$ cat src/design/command_frame_transmit_queue_defines.svh
// Assertion macros for the command frame transmit queue.
`ifndef COMMAND_FRAME_TRANSMIT_QUEUE_DEFINES_SVH
`define COMMAND_FRAME_TRANSMIT_QUEUE_DEFINES_SVH
`ifndef SYNTH
// same-cycle implication, disabled in reset
`define CFTQ_ASSERT(lbl, clk, rst_n, ante, cons, msg) \
  lbl: assert property (@(posedge clk) disable iff (!rst_n) (ante) |-> (cons)) \
    else $error(msg);
// next-cycle implication, disabled in reset
`define CFTQ_ASSERT_NEXT(lbl, clk, rst_n, ante, cons, msg) \
  lbl: assert property (@(posedge clk) disable iff (!rst_n) (ante) |=> (cons)) \
    else $error(msg);
`else
`define CFTQ_ASSERT(lbl, clk, rst_n, ante, cons, msg)
`define CFTQ_ASSERT_NEXT(lbl, clk, rst_n, ante, cons, msg)
`endif
`endif

$ cat src/design/cftq_pkg.sv
// Shared constants and types of the command frame transmit queue.
package cftq_pkg;

  localparam int FIFO_DEPTH_DEF = 16;
  localparam int ADDR_MAX_W     = 8;

  localparam logic [7:0] START_BYTE_RST = 8'd170;

  localparam logic OP_ENQ  = 1'b0;
  localparam logic OP_TICK = 1'b1;

  localparam logic [2:0] PH_IDLE   = 3'd0;
  localparam logic [2:0] PH_START2 = 3'd1;
  localparam logic [2:0] PH_CMD    = 3'd2;
  localparam logic [2:0] PH_D0     = 3'd3;
  localparam logic [2:0] PH_D1     = 3'd4;
  localparam logic [2:0] PH_D2     = 3'd5;
  localparam logic [2:0] PH_SUM    = 3'd6;

  localparam logic [3:0] COUNT_MAX = 4'd15;

  typedef struct packed {
    logic                  we;
    logic [ADDR_MAX_W-1:0] waddr;
    logic [31:0]           wdata;
    logic                  re;
    logic [ADDR_MAX_W-1:0] raddr;
  } mem_req_t;

  typedef struct packed {
    logic [7:0] tx_byte;
    logic       byte_valid;
    logic       last_of_frame;
    logic       overflow;
    logic [3:0] queue_count;
  } res_t;

  typedef struct packed {
    logic [2:0] phase;
    logic       empty;
  } sts_t;

endpackage

$ cat src/design/cftq_if.sv
// Valid/ready channel interfaces for records in and frame bytes out.
interface cftq_in_if;
  logic       valid;
  logic       ready;
  logic       operation;
  logic [7:0] command;
  logic [7:0] data0;
  logic [7:0] data1;
  logic [7:0] data2;

  modport source (output valid, operation, command, data0, data1, data2, input ready);
  modport sink   (input valid, operation, command, data0, data1, data2, output ready);
endinterface

interface cftq_out_if;
  logic       valid;
  logic       ready;
  logic [7:0] tx_byte;
  logic       byte_valid;
  logic       last_of_frame;
  logic       overflow;
  logic [3:0] queue_count;

  modport source (output valid, tx_byte, byte_valid, last_of_frame, overflow, queue_count,
                  input ready);
  modport sink   (input valid, tx_byte, byte_valid, last_of_frame, overflow, queue_count,
                  output ready);
endinterface

$ cat src/design/cftq_record_mem.sv
// Record store: one write port, one read port with registered read data.
module cftq_record_mem
  import cftq_pkg::*;
#(
  parameter int DEPTH = FIFO_DEPTH_DEF,
  parameter int AW    = 4
) (
  input  logic        clk,
  input  mem_req_t    req,
  output logic [31:0] rd_data
);

  logic [31:0] mem [DEPTH];
  logic [31:0] rd_data_r;

  always_ff @(posedge clk) begin
    if (req.we) begin
      mem[req.waddr[AW-1:0]] <= req.wdata;
    end
    if (req.re) begin
      rd_data_r <= mem[req.raddr[AW-1:0]];
    end
  end

  assign rd_data = rd_data_r;

endmodule

$ cat src/design/cftq_framer.sv
// FIFO pointers and frame sequencer; builds one result per accepted word.
module cftq_framer
  import cftq_pkg::*;
#(
  parameter int FIFO_DEPTH = FIFO_DEPTH_DEF,
  parameter int AW         = 4
) (
  input  logic        clk,
  input  logic        rst_n,
  input  logic        accept,
  input  logic        operation,
  input  logic [31:0] record,
  input  logic [7:0]  start_byte,
  input  logic [31:0] cur_record,
  output mem_req_t    mem_req,
  output res_t        res,
  output sts_t        sts
);

  logic [AW-1:0] wp_r, wp_nxt, rp_r, rp_nxt, wp_inc, rp_inc;
  logic [2:0]    phase_r, phase_nxt;
  logic          empty, full;
  logic [AW:0]   diff;
  logic [8:0]    diff_w;
  logic [7:0]    b0, b1, b2, b3;

  assign wp_inc = (wp_r == AW'(FIFO_DEPTH - 1)) ? '0 : wp_r + 1'b1;
  assign rp_inc = (rp_r == AW'(FIFO_DEPTH - 1)) ? '0 : rp_r + 1'b1;
  assign empty  = (wp_r == rp_r);
  assign full   = (wp_inc == rp_r);

  assign b0 = cur_record[7:0];
  assign b1 = cur_record[15:8];
  assign b2 = cur_record[23:16];
  assign b3 = cur_record[31:24];

  always_comb begin
    wp_nxt        = wp_r;
    rp_nxt        = rp_r;
    phase_nxt     = phase_r;
    mem_req       = '0;
    mem_req.waddr = ADDR_MAX_W'(wp_r);
    mem_req.wdata = record;
    mem_req.raddr = ADDR_MAX_W'(rp_r);
    res           = '0;
    if (accept) begin
      if (operation == OP_ENQ) begin
        if (full) begin
          res.overflow = 1'b1;
        end else begin
          mem_req.we = 1'b1;
          wp_nxt     = wp_inc;
        end
      end else begin
        case (phase_r)
          PH_IDLE: begin
            if (!empty) begin
              // record lands in the read register next cycle, well before PH_CMD
              mem_req.re     = 1'b1;
              rp_nxt         = rp_inc;
              res.tx_byte    = start_byte;
              res.byte_valid = 1'b1;
              phase_nxt      = PH_START2;
            end
          end
          PH_START2: begin
            res.tx_byte    = start_byte;
            res.byte_valid = 1'b1;
            phase_nxt      = PH_CMD;
          end
          PH_CMD, PH_D0, PH_D1, PH_D2: begin
            case (phase_r)
              PH_CMD:  res.tx_byte = b0;
              PH_D0:   res.tx_byte = b1;
              PH_D1:   res.tx_byte = b2;
              default: res.tx_byte = b3;
            endcase
            res.byte_valid = 1'b1;
            phase_nxt      = phase_r + 3'd1;
          end
          PH_SUM: begin
            res.tx_byte       = b0 + b1 + b2 + b3;
            res.byte_valid    = 1'b1;
            res.last_of_frame = 1'b1;
            phase_nxt         = PH_IDLE;
          end
          default: begin
            phase_nxt = PH_IDLE;
          end
        endcase
      end
    end
    diff = (wp_nxt >= rp_nxt) ? ({1'b0, wp_nxt} - {1'b0, rp_nxt})
                              : ({1'b0, wp_nxt} + (AW+1)'(FIFO_DEPTH) - {1'b0, rp_nxt});
    diff_w = 9'(diff);
    res.queue_count = (diff_w > 9'(COUNT_MAX)) ? COUNT_MAX : diff_w[3:0];
  end

  always_ff @(posedge clk) begin
    if (!rst_n) begin
      wp_r    <= '0;
      rp_r    <= '0;
      phase_r <= PH_IDLE;
    end else begin
      wp_r    <= wp_nxt;
      rp_r    <= rp_nxt;
      phase_r <= phase_nxt;
    end
  end

  assign sts.phase = phase_r;
  assign sts.empty = empty;

endmodule

$ cat src/design/command_frame_transmit_queue.sv
// Top level: command record queue with framed byte output.
//
//   channel  dir  handshake      payload
//   in_ch    in   valid/ready    operation, command, data0, data1, data2
//   out_ch   out  valid/ready    tx_byte, byte_valid, last_of_frame, overflow, queue_count
//   cfg_*    in   write enable   start_byte
//
// Every accepted word yields one result word, registered in the output register;
// one word per cycle is taken while out_ch keeps up.
// in_ch.ready drops only while a result is held in the output register and out_ch stalls.
// A frame start reads the record store once; its registered read data feeds the frame.
// Synchronous reset empties the queue and returns the sequencer to idle; no clearing pass.
`include "command_frame_transmit_queue_defines.svh"
module command_frame_transmit_queue
  import cftq_pkg::*;
#(
  parameter int FIFO_DEPTH = FIFO_DEPTH_DEF
) (
  input  logic       clk,
  input  logic       rst_n,
  cftq_in_if.sink    in_ch,
  cftq_out_if.source out_ch,
  input  logic       cfg_we,
  input  logic [7:0] cfg_data
);

  localparam int AW = (FIFO_DEPTH > 1) ? $clog2(FIFO_DEPTH) : 1;

  logic        accept;
  logic [7:0]  start_byte_r;
  logic [31:0] cur_record;
  mem_req_t    mem_req;
  res_t        res;
  sts_t        sts;
  logic        out_valid_r;
  res_t        out_r;

  assign in_ch.ready = !out_valid_r || out_ch.ready;
  assign accept      = in_ch.valid && in_ch.ready;

  always_ff @(posedge clk) begin
    if (!rst_n) begin
      start_byte_r <= START_BYTE_RST;
    end else if (cfg_we) begin
      start_byte_r <= cfg_data;
    end
  end

  cftq_record_mem #(
    .DEPTH (FIFO_DEPTH),
    .AW    (AW)
  ) u_mem (
    .clk     (clk),
    .req     (mem_req),
    .rd_data (cur_record)
  );

  cftq_framer #(
    .FIFO_DEPTH (FIFO_DEPTH),
    .AW         (AW)
  ) u_framer (
    .clk        (clk),
    .rst_n      (rst_n),
    .accept     (accept),
    .operation  (in_ch.operation),
    .record     ({in_ch.data2, in_ch.data1, in_ch.data0, in_ch.command}),
    .start_byte (start_byte_r),
    .cur_record (cur_record),
    .mem_req    (mem_req),
    .res        (res),
    .sts        (sts)
  );

  always_ff @(posedge clk) begin
    if (!rst_n) begin
      out_valid_r <= 1'b0;
    end else if (accept) begin
      out_valid_r <= 1'b1;
    end else if (out_ch.ready) begin
      out_valid_r <= 1'b0;
    end
  end

  always_ff @(posedge clk) begin
    if (accept) begin
      out_r <= res;
    end
  end

  assign out_ch.valid         = out_valid_r;
  assign out_ch.tx_byte       = out_r.tx_byte;
  assign out_ch.byte_valid    = out_r.byte_valid;
  assign out_ch.last_of_frame = out_r.last_of_frame;
  assign out_ch.overflow      = out_r.overflow;
  assign out_ch.queue_count   = out_r.queue_count;

  // a checksum word always sends the sequencer back to idle
  `CFTQ_ASSERT_NEXT(a_sum_ends_frame, clk, rst_n, accept && res.last_of_frame, sts.phase == PH_IDLE, "frame did not end after checksum")
  // a dropped record never carries a line byte
  `CFTQ_ASSERT(a_ovf_no_byte, clk, rst_n, accept && res.overflow, !res.byte_valid, "overflow word carries a byte")
  // starting a frame needs a queued record and issues a store read
  `CFTQ_ASSERT(a_start_reads, clk, rst_n, accept && sts.phase == PH_IDLE && res.byte_valid, !sts.empty && mem_req.re, "frame start without store read")
  // no read and write of the same entry in one cycle
  `CFTQ_ASSERT(a_no_rw_clash, clk, rst_n, mem_req.we && mem_req.re, mem_req.waddr != mem_req.raddr, "store read/write clash")

endmodule

$ cat src/flat_wrapper.sv
// flat-port wrapper written by rule: the top's interface ports become plain ports
module command_frame_transmit_queue_flat import cftq_pkg::*;
#(
  parameter int FIFO_DEPTH = FIFO_DEPTH_DEF
)
  (clk, rst_n, cfg_we, cfg_data, in_ch_valid, in_ch_operation, in_ch_command, in_ch_data0, in_ch_data1, in_ch_data2, in_ch_ready, out_ch_valid, out_ch_tx_byte, out_ch_byte_valid, out_ch_last_of_frame, out_ch_overflow, out_ch_queue_count, out_ch_ready);
  cftq_in_if in_ch_i ();
  cftq_out_if out_ch_i ();
  input  logic clk;
  input  logic rst_n;
  input  logic cfg_we;
  input  logic [7:0] cfg_data;
  input wire logic [$bits(in_ch_i.valid)-1:0] in_ch_valid;
  input wire logic [$bits(in_ch_i.operation)-1:0] in_ch_operation;
  input wire logic [$bits(in_ch_i.command)-1:0] in_ch_command;
  input wire logic [$bits(in_ch_i.data0)-1:0] in_ch_data0;
  input wire logic [$bits(in_ch_i.data1)-1:0] in_ch_data1;
  input wire logic [$bits(in_ch_i.data2)-1:0] in_ch_data2;
  output wire logic [$bits(in_ch_i.ready)-1:0] in_ch_ready;
  output wire logic [$bits(out_ch_i.valid)-1:0] out_ch_valid;
  output wire logic [$bits(out_ch_i.tx_byte)-1:0] out_ch_tx_byte;
  output wire logic [$bits(out_ch_i.byte_valid)-1:0] out_ch_byte_valid;
  output wire logic [$bits(out_ch_i.last_of_frame)-1:0] out_ch_last_of_frame;
  output wire logic [$bits(out_ch_i.overflow)-1:0] out_ch_overflow;
  output wire logic [$bits(out_ch_i.queue_count)-1:0] out_ch_queue_count;
  input wire logic [$bits(out_ch_i.ready)-1:0] out_ch_ready;
  assign in_ch_i.valid = in_ch_valid;
  assign in_ch_i.operation = in_ch_operation;
  assign in_ch_i.command = in_ch_command;
  assign in_ch_i.data0 = in_ch_data0;
  assign in_ch_i.data1 = in_ch_data1;
  assign in_ch_i.data2 = in_ch_data2;
  assign in_ch_ready = in_ch_i.ready;
  assign out_ch_valid = out_ch_i.valid;
  assign out_ch_tx_byte = out_ch_i.tx_byte;
  assign out_ch_byte_valid = out_ch_i.byte_valid;
  assign out_ch_last_of_frame = out_ch_i.last_of_frame;
  assign out_ch_overflow = out_ch_i.overflow;
  assign out_ch_queue_count = out_ch_i.queue_count;
  assign out_ch_i.ready = out_ch_ready;
  command_frame_transmit_queue #(.FIFO_DEPTH(FIFO_DEPTH)) u_core (.clk(clk), .rst_n(rst_n), .in_ch(in_ch_i), .out_ch(out_ch_i), .cfg_we(cfg_we), .cfg_data(cfg_data));
endmodule
$ cat config.mk
export PLATFORM = sky130hd
export DESIGN_NAME = command_frame_transmit_queue_flat
export DESIGN_NICKNAME = d
export VERILOG_FILES = /design/src/design/cftq_pkg.sv /design/src/design/cftq_if.sv /design/src/design/cftq_record_mem.sv /design/src/design/cftq_framer.sv /design/src/design/command_frame_transmit_queue.sv /design/src/flat_wrapper.sv
export VERILOG_INCLUDE_DIRS = /design/src /design/src/design
export SDC_FILE = /design/constraint.sdc
export NUM_CORES = 1
export LEC_CHECK = 0
export ABC_CLOCK_PERIOD_IN_PS = 6400
export BUFFER_PORTS_ARGS = -buffer_cell sky130_fd_sc_hd__buf_2
export CORE_UTILIZATION = 67
export CTS_BUF_LIST = sky130_fd_sc_hd__clkbuf_16
export DETAILED_ROUTE_END_ITERATION = 16
export GPL_TIMING_DRIVEN = 0
export PLACE_DENSITY = 0.85
export SYNTH_ARGS = -nofsm -noshare
export SYNTH_HDL_FRONTEND = slang
export SYNTH_SLANG_ARGS = --single-unit
$ cat constraint.sdc
create_clock -name clk -period 6.4 [get_ports clk]
set_input_delay 1.28 -clock clk [delete_from_list [all_inputs] [get_ports clk]]
set_output_delay 1.28 -clock clk [all_outputs]
set_load 0.02 [all_outputs]
==> results.md, run 1 <==
* Highest Clock Rate at 0.255 GHz
* Fin crit share at 61.2%
* Power per cell area at 298 mW/mm2
* Post-synth EDFFs at 559
* TritonCTS buffer count at 54
* Clock tree sinks at 579
* Total power at 7.75 mW
* Wirelength, routed at 58.3 mm
* Worst slew pin tran at 1.13 ns
* # diodes at 0
* Synth Area in Compound Gates at 1.85%
* Synth Area in XOR/XNOR at 0.875%
* Final weighted congestion in routability-driven placement at 0.894
* Path type of the worst min-delay path: reg2reg
* Core Footprint at 0.0337 mm2
* Sequential share of power at 54.5%
* Routed vias at 12036
* # rows at 67
* # resized after CTS at 0
* Pint at 6.09 mW
* Ys async rst share at 0%
* Placed inst area at 0.0243 mm2
* Commonest cells after routing, fill and taps aside: edfxtp_1, mux4_2, buf_2, clkbuf_16, nand2_1
* Final setup fails at 0
* Reg2reg start: u_core.u_framer.phase_r[0]
* Final Hold Fails at 0
* Iteration-0 DRC Markers at 1596
* CTS tree: built
* Mux contribution to synthesized area at 16.6%
* Setup CP Type: reg2reg
* Max_cap viols at 0
* Clock Power Share at 40.2%
* FF-to-FF path depth at 12
* Rel. slew slack at 24.8%
* Post-synthesis cell count at 1027
* Sequential cell area fraction in the yosys report at 74.7%
* Number of global-route vias before repair at 12170
* Post-CTS Setup Bufs at 0
* Post-Layout Cell Count at 1651
* Skew final at 0.0219 ns
* Hold Path End: u_core.start_byte_r[1]
* Synth Net Count at 1109
* Simple-gate area share of the yosys netlist at 2.20%
* Initial antenna violation count at 1
* Total GRT Usage at 34.2%
* Number of remaining DRC errors at 0
* Fin nets at 1242
* VDD IR max at 0.243 mV
* Layout cells sized above 1 at 30.5%
* Data arrival, critical path at 4.26 ns
* Synth Register Bits at 579
* Clock transition at the registers of the reported paths at 0.06 ns
* R2R Path End: u_core.out_ch.queue_count[1]
* Static Leak at 8.28 nW
* CTS Hold Bufs at 0
* Worst path required time at 6.74 ns
* Clock root cell: clkbuf_16
* Synth Cell Area at 0.0230 mm2
* Peak fanout along the critical path at 36
* CTS max path bufs at 3
* Pins Over Slew Limit at 0
* IO Pins at 63
* Placed cells at 1552
* Nature of the critical path startpoint: register
* Fin Setup TNS at 0 ns
* Area Growth Syn to Fin at 12.9%
* Unrepaired setup endpoints after global routing: no
* Synth warn at 0
* Switch share at 21.4%
* Fin crit period at 3.92 ns
* Die W at 187 um
* Hpwl dp at 32.9 mm
* Psw at 1.66 mW
* Status: complete, no violations
* Largest net degree at the start of global routing at 37
* Total gr overflow at 0
* R2R Setup Slk at 2.48 ns
* Main combinational cell family by area after synthesis: multiplexers
* Post-DRT Antenna Nets at 0
* Crit path capture type: register
* Post-Synth Adder-Cell Area at 2.45%
* Vias per cell at 7.29
* PortBufs at 61
* Commonest non-fill, non-tap cell in the layout: edfxtp_1
* Initial Utilization at 68.3%
* Hold Path Depth at 2
* Count of TritonRoute iterations in the first routing pass at 6
* CTS H-tree depth at 2
* Worst hold start: u_core.start_byte_r[1]
* First-pass GRT wire length at 83.5 mm
* Clk_lat worst skew at 0.59 ns
* Chip Height at 187 um
* DIE AREA at 0.0351 mm2
* Mean post-synth cell area at 22.4 um2
* Synth unique cells at 53
* Design area at 0.0260 mm2
* Routed len/inst at 35.3 um
* Ys flop type: edfxtp_1
* Comb power frac at 5.2%
[critical path, cell delays in order (launching register included)]
cell and delay, ns:
dfxtp_1 0.34, inv_1 0.11, ha_1 0.28, nand2b_1 0.13
a41oi_1 0.28, and2_1 0.18, clkbuf_2 0.75, mux2_2 0.48
ha_1 0.24, fa_1 0.45, xor2_1 0.18, nand4_1 0.16
nand2_1 0.08
[sequential cells by signal (all words and copies together), names as in the netlist]
register	flops
u_core.u_framer.rp_r	4
u_core.start_byte_r	8
u_core.u_mem.rd_data	32
u_core.u_mem.mem	512
u_core.out_ch.queue_count	4
u_core.out_ch.valid	1
u_core.out_ch.tx_byte	8
u_core.u_framer.phase_r	3
u_core.u_framer.wp_r	4
u_core.out_ch.byte_valid	1
u_core.out_ch.overflow	1
u_core.out_ch.last_of_frame	1
[per-layer routing]
layer	track usage (%)	wire length [um]	up-vias
met2	56.3	29000	1031
li1	-	-	4583
met3	6.47	6300	229
met5	0	0	-
met1	45.5	20200	6193
met4	15.1	2870	0
[power groups by stage]
stage / Combinational [mW] / Clock, mW / Sequential (mW)
floorplan: 0.227 / 0 / 4.31
global placement: 0.361 / 0 / 4.30
detailed placement: 0.385 / 0 / 4.30
CTS: 0.400 / 3.14 / 4.22
global route: 0.427 / 3.26 / 4.22
finish: 0.404 / 3.12 / 4.22
[layout make-up]
type	count	area, um2
Inverter	13	48.8
Buffer	50	262
Multi-Input combinational cell	385	5540
Tap cell	448	561
Sequential cell	579	17200
Clock inverter	44	314
Timing Repair Buffer	77	686
Fill cell	1649	7730
Clock buffer	55	1380
[Yosys cell counts (all sizes together) (8+ instances only)]
cell type  count  area, um2
inv           13       48.8
xor2           8       70.1
a222oi         8       80.1
nor2b         10       65.1
and3          16        100
a21oi          8       40.0
buf           27        174
nor2           8       30.0
dfxtp         20        400
fa            15        300
edfxtp       559      16800
clkbuf        23       86.3
and2           8       50.1
xnor2         12        131
nand2         34        128
ha            21        263
mux4         160       3600
a31oi          8       50.1
mux2i         15        150
[worst max-delay path by stage]
stage	from	endpoint	slack, ns
after floorplan	out_ch_ready	u_core.out_ch.queue_count[0]	1.80
after global placement	in_ch_operation	u_core.out_ch.queue_count[1]	1.35
after detailed placement	in_ch_operation	u_core.out_ch.queue_count[1]	2.00
after CTS	u_core.u_framer.phase_r[0]	u_core.out_ch.queue_count[1]	2.55
after global routing	u_core.u_framer.phase_r[0]	u_core.out_ch.queue_count[1]	2.24
final	u_core.u_framer.phase_r[0]	u_core.out_ch.queue_count[1]	2.48
[metrics by stage]
stage	util, %	hold WS [ns]	setup slack (ns)
2_1_floorplan	-	0.441	1.80
3_3_place_gp	70.9	0.473	1.35
3_5_place_dp	72.1	0.469	2.00
4_1_cts	77.1	0.498	2.55
5_1_grt	77.1	0.528	2.24
6_report	77.1	0.499	2.48
[cell families after synthesis]
| kind of cell | Yosys count |
|---|---|
| flip-flops | 579 |
| XOR/XNOR | 20 |
| AO/OA/AOI/OAI | 53 |
| multiplexers | 181 |
| adder cells (fa/ha/maj) | 36 |
| AND/OR/NAND/NOR | 95 |
| buffers and inverters | 63 |
Power figures use the tool's default switching activity.
==> run 2, diff against run 1 <==
Settings changed: ABC_CLOCK_PERIOD_IN_PS 6400 to 4100, CORE_UTILIZATION 67 to 62, PLACE_DENSITY 0.85 to 0.79.
Clock period 6.4 ns to 4.1 ns, I/O delays scaled along.
==> run 2 against run 1 <==
Clock skew hardly changed. Setup slack worse by 2.3 ns. Critical endpoint is now u_core.out_ch.queue_count[0]. Sequential cell count stayed put. Fmax is 1.3% higher. Global-route usage is 5.6 points lower. Design area hardly changed. Highest routed layer unchanged. Register-to-register slack worse by 2.3 ns. Critical path depth stayed put. Die area is 8.0% higher. Count of clock-buffer cells in the layout stayed put. First-iteration DRC count is 14% lower. Sequential power is 56% higher.
==> results.md, run 2 (synthesized netlist as in run 1, its figures left out) <==
* Core Footprint at 0.0366 mm2 (was 0.0337 mm2)
* R2R Path End: u_core.out_ch.queue_count[0] (was u_core.out_ch.queue_count[1])
* Hold Path End: u_core.start_byte_r[1] (unchanged)
* Hold Path Depth at 3 (was 2)
* Crit path capture type: register (unchanged)
* Skew final at 0.0222 ns (was 0.0219 ns)
* Status: complete, no violations (unchanged)
* Number of global-route vias before repair at 11444 (was 12170)
* Slowest Stage Delay on Critical Path at 0.74 ns (was 0.75 ns)
* PortBufs at 61 (unchanged)
* Routed vias at 11234 (was 12036)
* Total GRT Usage at 28.7% (was 34.2%)
* Commonest cells after routing, fill and taps aside: edfxtp_1, mux4_2, buf_2, clkbuf_16, nand2_1 (unchanged)
* Hpwl dp at 30.5 mm (was 32.9 mm)
* Placed cells at 1572 (was 1552)
* Fin Setup TNS at 0 ns (unchanged)
* CTS max path bufs at 3 (unchanged)
* FF-to-FF path depth at 12 (unchanged)
* Post-DRT Antenna Nets at 0 (unchanged)
* Static Leak at 8.27 nW (was 8.28 nW)
* Grt met1 use at 39.6% (was 45.5%)
* Chip Height at 195 um (was 187 um)
* Max_cap viols at 0 (unchanged)
* Highest Clock Rate at 0.259 GHz (was 0.255 GHz)
* IO Pins at 63 (unchanged)
* Clock transition at the registers of the reported paths at 0.06 ns (about the same)
* Fin crit period at 3.87 ns (was 3.92 ns)
* Slowest cell on crit path: clkbuf_2 (unchanged)
* Post-CTS Setup Bufs at 0 (unchanged)
* Clock root cell: clkbuf_16 (unchanged)
* Worst path required time at 4.44 ns (was 6.74 ns)
* Count of TritonRoute iterations in the first routing pass at 6 (unchanged)
* DIE AREA at 0.0379 mm2 (was 0.0351 mm2)
* Total gr overflow at 0 (unchanged)
* Reg2reg start: u_core.u_framer.phase_r[0] (unchanged)
* Cells along the critical path: inv_1 -> ha_1 -> nand2b_1 -> a41oi_1 -> and2_1 -> clkbuf_2 -> mux2_2 -> ha_1 -> fa_1 -> xor2_1 -> nand4_1 -> nand2_1 (unchanged)
* Crit. Startpoint: u_core.u_framer.phase_r[0] (unchanged)
* Post-Layout Cell Count at 1676 (was 1651)
* Routed len/inst at 31.2 um (was 35.3 um)
* Path type of the worst min-delay path: in2reg (was reg2reg)
* Die W at 195 um (was 187 um)
* Pins Over Slew Limit at 0 (unchanged)
* # resized after CTS at 0 (unchanged)
* Worst hold start: cfg_data[1] (was u_core.start_byte_r[1])
* Total power at 12.0 mW (was 7.75 mW)
* VDD IR max at 0.427 mV (was 0.243 mV)
* Area Growth Syn to Fin at 12.8% (was 12.9%)
* Layout cells sized above 1 at 30.2% (was 30.5%)
* CTS H-tree depth at 2 (unchanged)
* Hold slack final at 0.439 ns (was 0.499 ns)
* Worst slew pin tran at 1.09 ns (was 1.13 ns)
* Most used cell, CP: ha_1 (unchanged)
* Unrepaired setup endpoints after global routing: no (unchanged)
* Clk_lat worst skew at 0.60 ns (was 0.59 ns)
* Fin nets at 1243 (was 1242)
* First-pass GRT wire length at 76.5 mm (was 83.5 mm)
* Setup CP Type: reg2reg (unchanged)
* CTS Hold Bufs at 0 (unchanged)
* Number of remaining DRC errors at 0 (unchanged)
* Data arrival, critical path at 4.21 ns (was 4.26 ns)
* R2R Setup Slk at 0.23 ns (was 2.48 ns)
* Global Route met3 Usage at 4.51% (was 6.47%)
* Initial Utilization at 62.9% (was 68.3%)
* Grt peak-use layer: met2 (unchanged)
* Commonest non-fill, non-tap cell in the layout: edfxtp_1 (unchanged)
* Nature of the critical path startpoint: register (unchanged)
* Peak fanout along the critical path at 36 (unchanged)
* Max reg flops at 512 (unchanged)
* Power per cell area at 464 mW/mm2 (was 298 mW/mm2)
* Rel. slew slack at 27.3% (was 24.8%)
* CTS tree: built (unchanged)
* Initial antenna violation count at 3 (was 1)
* # rows at 70 (was 67)
* Met2 usage at 47.4% (was 56.3%)
* Iteration-0 DRC Markers at 1380 (was 1596)
* Final setup fails at 0 (unchanged)
* # fillers at 2102 (was 1649)
* Largest net degree at the start of global routing at 37 (unchanged)
* TritonCTS buffer count at 55 (was 54)
* Final weighted congestion in routability-driven placement at 0.888 (was 0.894)
* Wirelength, routed at 52.4 mm (was 58.3 mm)
* Clock tree sinks at 579 (unchanged)
* Fin crit share at 94.3% (was 61.2%)
* Vias per cell at 6.70 (was 7.29)
* Final Hold Fails at 0 (unchanged)
-- run 2: cell count changes in the layout (fill, tap and decap cells not counted) --
cell	before	now
inv_6	3	1
diode_2	0	3
clkinv_4	1	2
inv_1	23	28
clkinv_2	13	10
buf_16	8	1
clkinvlp_4	2	3
buf_12	8	15
-- run 2: area by class of cell --
class | count | area, um2 | area share, %
Sequential cell | 579 | 17200 | 66.2
Multi-Input combinational cell | 385 | 5540 | 21.3
Clock buffer | 55 | 1380 | 5.30
Timing Repair Buffer | 77 | 633 | 2.44
Tap cell | 468 | 586 | 2.26
Clock inverter | 46 | 317 | 1.22
Buffer | 50 | 262 | 1.01
Inverter | 13 | 48.8 | 0.188
Antenna cell | 3 | 7.51 | 0.0289
-- run 2: power breakdown --
group	switching, mW	internal, mW	leakage [nW]
combinational	0.351	0.251	2.17
sequential	0.0309	6.56	5.21
clock	2.16	2.68	0.884
-- run 2: through the flow --
stage | worst slack (ns) | instance area [um2] | util [%]
finish | 0.232 | 26000 | 70.9
global route | 0.0633 | 26000 | 70.9
CTS | 0.264 | 25900 | 70.9
detailed placement | 0.157 | 24300 | 66.2
global placement | -0.171 | 23900 | 65.3
floorplan | 0.484 | 23000 | -
-- run 2: worst max-delay path: cells and delay by family, from the launching register on --
| family | cells | cell delay (ns) |
|---|---|---|
| adders and majority gates | 3 | 0.94 |
| buffers and inverters | 2 | 0.86 |
| and+or+nand+nor | 4 | 0.55 |
| muxes | 1 | 0.46 |
| DFF | 1 | 0.34 |
| AOI/OAI and AO/OA | 1 | 0.28 |
| xor gates and xnor gates | 1 | 0.18 |
-- run 2: worst max path at each step --
stage | cells after the start | end
2_1_floorplan | 10 | u_core.out_ch.queue_count[0]
3_3_place_gp | 7 | u_core.u_mem.mem[2][17]
3_5_place_dp | 11 | u_core.out_ch.queue_count[3]
4_1_cts | 12 | u_core.out_ch.queue_count[3]
5_1_grt | 12 | u_core.out_ch.queue_count[0]
6_report | 12 | u_core.out_ch.queue_count[0]
-- run 2: metal layers --
layer / share of wire [%] / up-vias
li1: - / 4582
met1: 38 / 5853
met2: 51 / 694
met3: 8.6 / 105
met4: 3.0 / 0
met5: 0 / -
